==> src/design/assert_macros.svh <==
// ----------------------------------------------------------------------------
// Assertion macros
// Shared concurrent assertion shorthands; define ASSERT_OFF to drop them.
// ----------------------------------------------------------------------------
`ifndef ASSERT_MACROS_SVH
`define ASSERT_MACROS_SVH

`ifndef ASSERT_OFF

// expr must never hold outside reset
`define ASSERT_NEVER(lbl, clk, rst_n, expr) \
    lbl: assert property (@(posedge clk) disable iff (!rst_n) !(expr)) \
        else $error("assertion failed: forbidden condition seen");

// cons must hold in the same cycle as ante
`define ASSERT_IMPLIES(lbl, clk, rst_n, ante, cons) \
    lbl: assert property (@(posedge clk) disable iff (!rst_n) (ante) |-> (cons)) \
        else $error("assertion failed: same-cycle implication");

// cons must hold in the cycle after ante
`define ASSERT_NEXT(lbl, clk, rst_n, ante, cons) \
    lbl: assert property (@(posedge clk) disable iff (!rst_n) (ante) |=> (cons)) \
        else $error("assertion failed: next-cycle implication");

`else

`define ASSERT_NEVER(lbl, clk, rst_n, expr)
`define ASSERT_IMPLIES(lbl, clk, rst_n, ante, cons)
`define ASSERT_NEXT(lbl, clk, rst_n, ante, cons)

`endif

`endif

==> src/design/kpsc_pkg.sv <==
// ----------------------------------------------------------------------------
// kpsc_pkg
// Widths, codes and controller/datapath link types of the permutation cipher.
// ----------------------------------------------------------------------------
`default_nettype none

package kpsc_pkg;

    localparam int unsigned BYTE_W      = 8;
    localparam int unsigned TABLE_DEPTH = 256;
    localparam int unsigned ADDR_W      = $clog2(TABLE_DEPTH);
    // pointers must reach one past the last entry
    localparam int unsigned PTR_W       = ADDR_W + 1;
    localparam int unsigned KEY_COUNT   = 16;
    localparam int unsigned KIDX_W      = 4;
    localparam int unsigned KEY_W       = 64;
    localparam int unsigned MIN_CHUNK   = 2;
    localparam int unsigned CFG_IDX_W   = 2;
    localparam int unsigned CFG_DATA_W  = 64;

    // configuration register indexes
    localparam logic [CFG_IDX_W-1:0] CFG_KEY_LOW  = 2'd0;
    localparam logic [CFG_IDX_W-1:0] CFG_KEY_HIGH = 2'd1;
    localparam logic [CFG_IDX_W-1:0] CFG_DECRYPT  = 2'd2;

    typedef enum logic [2:0] {
        ST_CLEAR,
        ST_IDLE,
        ST_PAIR,
        ST_WRITE,
        ST_LOOKUP,
        ST_RESULT
    } t_state;

    typedef struct packed {
        logic clr_wr;
        logic start;
        logic rd_pair;
        logic wr_first;
        logic flush;
        logic next_chunk;
        logic rd_look;
        logic load_out;
        logic in_ready;
    } t_ctrl_cmd;

    typedef struct packed {
        logic clr_last;
        logic pair_ok;
        logic tail;
        logic out_free;
    } t_dp_status;

endpackage

`default_nettype wire

==> src/design/kpsc_ctrl.sv <==
// ----------------------------------------------------------------------------
// kpsc_ctrl
// Sequencer: table clear, chunk walk, swap phases, lookup and result load.
// ----------------------------------------------------------------------------
`default_nettype none

module kpsc_ctrl (
    input  wire logic                   i_clk,
    input  wire logic                   i_rst_n,
    input  wire logic                   i_in_valid,
    input  kpsc_pkg::t_dp_status        i_status,
    output kpsc_pkg::t_ctrl_cmd         o_cmd
);

    kpsc_pkg::t_state r_state;
    kpsc_pkg::t_state n_state;

    // state register
    always_ff @(posedge i_clk) begin
        if (!i_rst_n) begin
            r_state <= kpsc_pkg::ST_CLEAR;
        end else begin
            r_state <= n_state;
        end
    end

    // next state
    always_comb begin
        n_state = r_state;
        case (r_state)
            kpsc_pkg::ST_CLEAR: begin
                if (i_status.clr_last) n_state = kpsc_pkg::ST_IDLE;
            end
            kpsc_pkg::ST_IDLE: begin
                if (i_in_valid) n_state = kpsc_pkg::ST_PAIR;
            end
            kpsc_pkg::ST_PAIR: begin
                if (i_status.pair_ok) begin
                    n_state = kpsc_pkg::ST_WRITE;
                end else if (i_status.tail) begin
                    n_state = kpsc_pkg::ST_LOOKUP;
                end
            end
            kpsc_pkg::ST_WRITE: begin
                n_state = kpsc_pkg::ST_PAIR;
            end
            kpsc_pkg::ST_LOOKUP: begin
                n_state = kpsc_pkg::ST_RESULT;
            end
            kpsc_pkg::ST_RESULT: begin
                if (i_status.out_free) n_state = kpsc_pkg::ST_IDLE;
            end
            default: begin
                n_state = kpsc_pkg::ST_CLEAR;
            end
        endcase
    end

    // commands to the datapath
    always_comb begin
        o_cmd = '0;
        case (r_state)
            kpsc_pkg::ST_CLEAR: begin
                o_cmd.clr_wr = 1'b1;
            end
            kpsc_pkg::ST_IDLE: begin
                o_cmd.in_ready = 1'b1;
                o_cmd.start    = i_in_valid;
            end
            kpsc_pkg::ST_PAIR: begin
                // retire the held second write of the previous swap
                o_cmd.flush      = 1'b1;
                o_cmd.rd_pair    = i_status.pair_ok;
                o_cmd.next_chunk = !i_status.pair_ok && !i_status.tail;
            end
            kpsc_pkg::ST_WRITE: begin
                o_cmd.wr_first = 1'b1;
            end
            kpsc_pkg::ST_LOOKUP: begin
                o_cmd.rd_look = 1'b1;
            end
            kpsc_pkg::ST_RESULT: begin
                o_cmd.load_out = i_status.out_free;
            end
            default: begin
                o_cmd = '0;
            end
        endcase
    end

endmodule

`default_nettype wire

==> config.mk <==
export PLATFORM = sky130hd
export DESIGN_NAME = kpsc_ctrl
export DESIGN_NICKNAME = d
export VERILOG_FILES = /design/src/design/assert_macros.svh /design/src/design/kpsc_pkg.sv /design/src/design/kpsc_ctrl.sv
export SDC_FILE = /design/constraint.sdc
export NUM_CORES = 1
export LEC_CHECK = 0
export ABC_AREA = 1
export BUFFER_PORTS_ARGS = -buffer_cell sky130_fd_sc_hd__buf_4
export CAP_MARGIN = 15
export CORE_AREA = 2 2 39 41
export CTS_CLUSTER_DIAMETER = 150
export DETAILED_ROUTE_END_ITERATION = 10
export DIE_AREA = 0 0 41 43
export GPL_TIMING_DRIVEN = 1
export MAX_ROUTING_LAYER = met4
export SKIP_LAST_GASP = 1
export SYNTH_ARGS = -nofsm -noshare
export SYNTH_HDL_FRONTEND = slang
export SYNTH_SLANG_ARGS = --single-unit
==> constraint.sdc <==
create_clock -name i_clk -period 1.4 [get_ports i_clk]
set_input_delay 0.07 -clock i_clk [delete_from_list [all_inputs] [get_ports i_clk]]
set_output_delay 0.07 -clock i_clk [all_outputs]
set_load 0.01 [all_outputs]
* Word-level counts from Yosys, hierarchy flattened
Cells that the tools add are included.
Widths: inputs -> output; s select.
** Cells by class
- Multiplexer cells :: 14
- Eq/ne operators :: 9
- Reduce and logical (&&, ||, !) cells :: 5
** Operator list (number)
- $pmux 3 s6 :: 1
- $mux 3 :: 5
- $mux 1 :: 7
- $eq 3x2->1 const B :: 2
- $eq 3x3->1 const B :: 2
- $ne 2x2->1 const B :: 3
- $reduce_and 4->1 :: 1
- $eq 3x1->1 const B :: 1
- $logic_not 3->1 :: 1
- $ne 3x3->1 const B :: 1
- $logic_not 1->1 :: 2
- $mux 2 :: 1
- $logic_and 1x1->1 :: 1
** Storage, ports and cells
- Register bits after elaboration :: 3

* Longest topological paths before layout
Gate-level depths: netlist of the first run.
- Word-level depth :: 3
- Gate-level depth with buffers :: 8

* Worst setup path before layout of the first run
OpenSTA, ideal clock, no wires.
- Path type :: reg-to-reg
- From :: register r_state[0]
- To :: register r_state[1]
- Stages on the path, launching flop included :: 8
- Setup slack :: 0.315 ns
- Period minus slack after synthesis :: 1.085 ns
- Data required time :: 1.285 ns
- Arrival time :: 0.970 ns
- Cell sequence :: dfxtp_1 inv_2 nor2_2 inv_2 nor2_4 nand2_2 a21oi_1 nor2_1
** On the way
- Cells in the longest elaborated chain, start to end :: 3
** Ends and longest elaborated chain
- start: declaration :: RTL line kpsc_ctrl.sv:15 : kpsc_pkg::t_state r_state;
- start signal: assignment :: RTL line kpsc_ctrl.sv:21 : r_state <= kpsc_pkg::ST_CLEAR;
- start signal: assignment :: RTL line kpsc_ctrl.sv:23 : r_state <= n_state;
- $eq 3x2->1 (tied with other cells) :: RTL line kpsc_ctrl.sv:30 : case (r_state)
- $ne 3x3->1 (no source line) or $ne 2x2->1 (tied branches)
- $reduce_and 4->1 (no source line)
Several ways; a longest one is shown, not always the timed one.
A chain may end at the register's enable or synchronous reset.

==> results.json, run 1 <==
{
  "status": "complete, no violations",
  "crit_slowest_cell": "dfxtp_1",
  "dp.final_hpwl_um": 526,
  "synth_ff_type": "dfxtp_1",
  "top_level_ports": 16,
  "routabilityCongestion": 0.818,
  "required_ps": 1330,
  "fin_tns_setup_ps": 0,
  "netlist_area_um2": 294,
  "clock_path_buffers": 2,
  "path_buf_inv": 3,
  "remaining_drc_errors": 0,
  "post-route-period-util_pct": 89.1,
  "grt_overflow": 0,
  "ys_seq_area_share_pct": 20.4,
  "die_y_um": 43,
  "final.fill_count": 159,
  "cts_tree": "built",
  "yosys_warnings": 0,
  "vias_per_cell": 4.08,
  "regMostFlops": "r_state",
  "nets": 72,
  "min_path_type": "in2reg",
  "cts_buffers": 3,
  "syn_area_per_cell_um2": 6.39,
  "power.density_mw_per_mm2": 1740,
  "antenna_found_initial": 0,
  "synth_cell_types": 19,
  "drtAntennaViolNets": 0,
  "tightest_slew_ps": 227,
  "cts_root_buf": "clkbuf_4",
  "synth_edf_count": 0,
  "finClkSkew_ps": 2.10,
  "critical_path.top_delay_family": "flip-flops",
  "wirelength_um": 652,
  "async_flop_share_pct": 0,
  "max_cap_violations": 0,
  "start_kind": "register",
  "n_antenna_cell": 0,
  "wl_per_cell_um": 8.15,
  "crit_chain": "inv_2, nor2_2, inv_2, nor3_1, buf_4",
  "syn_nets": 53,
  "crit_path_end_kind": "output port",
  "synthCells": 46,
  "ys_ff_latch": 3,
  "ir_drop_mv": 0.487,
  "grt_max_degree": 9,
  "cts.sinks": 3,
  "slowest_delay_ps": 350,
  "synthTopCellsByCount": "inv_1 (7), nor2_1 (6), nand2_1 (5)",
  "post_cts_buffers": 0,
  "area_growth_syn_to_layout_pct": 50.6,
  "grt_pass1_vias": 249,
  "die_x_um": 41,
  "synth_top_area_cell": "dfxtp_1",
  "synth-simple-area-share_pct": 52.8,
  "largest_reg_flops": 3,
  "yosysTopAreaCellShare_pct": 20.4,
  "start_util_pct": 21.2,
  "post-route-cell-area_um2": 443,
  "worst_slack_ps": 152,
  "synth_top_family_by_area": "simple AND/OR/NAND/NOR gates",
  "reg_top3": "r_state (3)",
  "rsz0062_at_grt": "false",
  "place_ws_ps": 113,
  "setup_violations": 0,
  "fmax_ghz": 0.801,
  "crit_type": "reg2out",
  "power.leakage_nw": 0.239,
  "final-hold-violation-count": 0,
  "synthTopCellsByArea": "dfxtp_1 (20%), nor2_4 (11%), inv_1 (8.9%)",
  "period_needed_ps": 1250,
  "yosysMostFrequentCell": "inv_1",
  "crit_arrival_ps": 1180,
  "grt_usage_pct": 8.97,
  "drive_gt1_share_pct": 48.4,
  "dr.pass1.iters": 2,
  "detail_route.iter0.violations": 3,
  "dieArea_mm2": 0.00176,
  "placed_area_um2": 415,
  "regArea_um2": 61.3,
  "synth-compound-area-share_pct": 8.94,
  "vias": 326,
  "path_clk_slew_ps": 40,
  "core.rowCount": 14,
  "crit_fanout": 4,
  "coreArea_mm2": 0.00138,
  "multi_input_area_um2": 181,
  "portBuffers": 15,
  "synth_fa_ha_area_share_pct": 0,
  "grt_pass1_wl_um": 966,
  "synth_mux_area_share_pct": 0,
  "synth-xor-area-share_pct": 0,
  "max_slew_margin_pct": 84.7,
  "clk-insertion-delay-late_ps": 240,
  "slew_violations": 0,
  "cp_common_cell": "inv_2",
  "cts_max_level": 1
}
## power by group
group          total (mW)  internal [mW]  leakage [nW]  switching (mW)
Combinational       0.450          0.196         0.199           0.254
Clock               0.156          0.107        0.0150          0.0487
Sequential          0.166          0.117        0.0250          0.0497
Total               0.772          0.420         0.239           0.352
## routing by layer
metal | global-route usage (%) | vias up | wire length, um
met5 | - | - | 0
met4 | 10.0 | 0 | 21
met3 | 3.14 | 2 | 56
met2 | 10.9 | 13 | 274
met1 | 10.0 | 128 | 301
li1 | - | 183 | -
## cell type report
class	instances	share of cell area, %
Sequential cell	3	13.8
Inverter	11	9.32
Timing Repair Buffer	15	25.4
Tap cell	16	4.52
Multi-Input combinational cell	31	41.0
Clock buffer	4	5.93
## worst paths after layout
path,start,to,slack (ps),cells past startpoint
max reg2reg,r_state[1]$_SDFFE_PN0P_,r_state[0]$_SDFFE_PN0P_,250,7
max,r_state[0]$_SDFFE_PN0P_,o_cmd[7],150,5
min reg2reg,r_state[0]$_SDFFE_PN0P_,r_state[2]$_SDFFE_PN0P_,550,2
min,i_rst_n,r_state[1]$_SDFFE_PN0P_,60,3
## repair_timing
| action | in CTS | in global routing |
|---|---|---|
| resized for setup | 0 | 1 |
| hold buffers | 0 | 0 |
| endpoints found under the setup margin | 0 | 1 |
## layout by cell type (no fill, tap or decap)
cell type	synthesis	routed
a21oi_1	3	3
buf_4	0	15
clkbuf_1	0	1
clkbuf_4	0	3
dfxtp_1	3	2
dfxtp_2	0	1
inv_1	7	7
inv_2	4	4
nand2_1	5	5
nand2_2	1	1
nand3_1	2	2
nand3_2	2	2
nand4_1	1	1
nor2_1	6	6
nor2_2	2	2
nor2_4	3	3
nor3_1	1	1
nor3b_1	1	1
nor4_1	1	1
o21ai_1	1	1
o22ai_1	1	1
or2_1	1	1
## tightest hold or removal path: cells and delay by family
kind,cells,cell delay (ps)
buffers and inverters,1,80
AND/OR/NAND/NOR,2,110
## kinds of logic after synthesis
family | after synthesis
and+or+nand+nor | 26
DFF | 3
AOI/OAI and AO/OA | 5
buffers and inverters | 12
## per-stage QoR
stage / utilization (%) / hold slack (ps) / cells / power (mW)
after global placement: 30.0 / 303 / 76 / 0.613
final: 32.0 / 60.7 / 80 / 0.772
after detailed placement: 30.0 / 303 / 76 / 0.618
after CTS: 31.9 / 58.0 / 80 / 0.778
after global routing: 32.0 / 50.8 / 80 / 0.841
after floorplan: - / 191 / 46 / 0.486
Note: power is estimated with default switching activity, not from simulation.
==> run 2, diff against run 1 <==
==> constraint.sdc (replaced) <==
create_clock -name i_clk -period 1.1 [get_ports i_clk]
set_input_delay 0.055 -clock i_clk [delete_from_list [all_inputs] [get_ports i_clk]]
set_output_delay 0.055 -clock i_clk [all_outputs]
set_load 0.01 [all_outputs]
==> results.json, run 2 (synthesized netlist as in run 1, its figures left out) <==
{
  "status": "finished with violations",
  "violations": "negative setup slack",
  "rsz0062_at_grt": "true",
  "grt_pass1_wl_mm": 1.50,
  "power.density_mw_per_mm2": 2160,
  "crit_arrival_ps": 1320,
  "grt_max_degree": 6,
  "cts_tree": "built",
  "antenna_found_initial": 0,
  "min_path_type": "in2reg",
  "cts_max_level": 1,
  "dp.final_hpwl_um": 595,
  "area_growth_syn_to_layout_pct": 115,
  "portBuffers": 15,
  "coreArea_mm2": 0.00138,
  "final_cell_mix": "buf_4 (19), buf_6 (8), inv_1 (6)",
  "nets": 85,
  "tightest_slew_ps": 233,
  "setup_violations": 9,
  "detail_route.iter0.violations": 8,
  "post-route-period-util_pct": 108,
  "routabilityCongestion": 0.804,
  "vias": 400,
  "required_ps": 1230,
  "core.rowCount": 14,
  "largest_reg_flops": 3,
  "place_ws_ps": -29.8,
  "remaining_drc_errors": 0,
  "path_clk_slew_ps": 40,
  "fmax_ghz": 0.842,
  "top_level_ports": 16,
  "dp_cells": 85,
  "grt_usage_pct": 13.6,
  "slowest_delay_ps": 360,
  "wl_per_cell_um": 9.98,
  "crit_slowest_cell": "dfxtp_4",
  "regMostFlops": "r_state",
  "cts_root_buf": "clkbuf_4",
  "clock_path_buffers": 2,
  "placed_area_um2": 483,
  "dr.pass1.iters": 3,
  "start_kind": "register",
  "final.fill_count": 137,
  "worst_slack_ps": -88.2,
  "fin_cells": 93,
  "die_x_um": 41,
  "ir_drop_mv": 0.965,
  "drtAntennaViolNets": 0,
  "max_cap_violations": 0,
  "grt_overflow": 0,
  "final_common_cell": "buf_4",
  "die_y_um": 43,
  "grt_pass1_vias": 362,
  "cts_buffers": 3,
  "max_slew_margin_pct": 84.3,
  "cts.sinks": 3,
  "crit_chain": "buf_6, nand4_1, nand2_2, nor2_4, nand2_1, o21ai_1, inv_1",
  "post-route-cell-area_um2": 632,
  "crit_path_end_kind": "register",
  "finClkSkew_ps": 5.20,
  "power.leakage_nw": 0.318,
  "crit_type": "reg2reg",
  "clk-insertion-delay-late_ps": 240,
  "period_needed_ps": 1190,
  "dieArea_mm2": 0.00176,
  "final-hold-violation-count": 0,
  "drive_gt1_share_pct": 66.2,
  "postLayoutCoreUtil_pct": 45.7,
  "slew_violations": 0,
  "crit_fanout": 4,
  "whs_ps": 41.3,
  "wirelength_um": 928,
  "start_util_pct": 21.2,
  "reg_top3": "r_state (3)",
  "n_antenna_cell": 0,
  "ctsHoldBuffers": 0,
  "vias_per_cell": 4.30
}
run 2: cell types whose count changed in the layout (fill, tap and decap cells not counted), moves of 2 or more:
| cell | delta |
|---|---|
| buf_6 | +8 |
| nor2_4 | +2 |
| dfxtp_4 | +2 |
| buf_4 | +4 |
| dfxtp_1 | -2 |
run 2: path summary, 6_finish.rpt:
| kind | startpoint | to | slack [ps] | cells past startpoint |
|---|---|---|---|---|
| setup / recovery | r_state[2]$_SDFFE_PN0P_ | r_state[0]$_SDFFE_PN0P_ | -90 | 7 |
| hold / removal | i_rst_n | r_state[1]$_SDFFE_PN0P_ | 40 | 3 |
| setup reg to reg | r_state[2]$_SDFFE_PN0P_ | r_state[0]$_SDFFE_PN0P_ | -90 | 7 |
| hold reg to reg | r_state[1]$_SDFFE_PN0P_ | r_state[1]$_SDFFE_PN0P_ | 680 | 3 |
run 2: per-layer routing:
layer | up-vias | track usage, % | share of wire (%)
li1 | 209 | - | -
met1 | 176 | 13.5 | 37
met2 | 13 | 21.6 | 56
met3 | 2 | 4.71 | 5.6
met4 | 0 | 8.00 | 1.8
met5 | - | - | 0
run 2: layout make-up:
cell class / instances / area [um^2] / area share, %
well taps: 16 / 20.0 / 3.17
flip-flops and latches: 3 / 68.8 / 10.9
multi-input cells: 31 / 215 / 34.1
inverters: 11 / 48.8 / 7.72
clock buffers: 4 / 26.3 / 4.16
repair buffers: 28 / 253 / 40.0
run 2: metrics by stage:
stage	total power [mW]	setup TNS [ps]
global route	1.48	-1250
floorplan	0.618	0
CTS	1.28	-439
detailed placement	0.921	-29.8
finish	1.37	-527
global placement	0.915	-36.8
run 2: timing repair:
| item | in CTS | in global routing |
|---|---|---|
| buffers inserted | 4 | 1 |
| gates resized for setup | 16 | 8 |
| pin swaps | 2 | 7 |
| setup endpoints to repair | 10 | 12 |
run 2: power by group:
part,internal [mW],switching [mW]
clock,0.137,0.0686
combinational,0.495,0.445
sequential,0.159,0.0630
run 2: critical path: cells and delay by family (launching register included):
| kind | cells | cell delay (ps) |
|---|---|---|
| AO/OA/AOI/OAI | 1 | 130 |
| buffers and inverters | 2 | 160 |
| flip-flops | 1 | 360 |
| AND/OR/NAND/NOR | 4 | 410 |
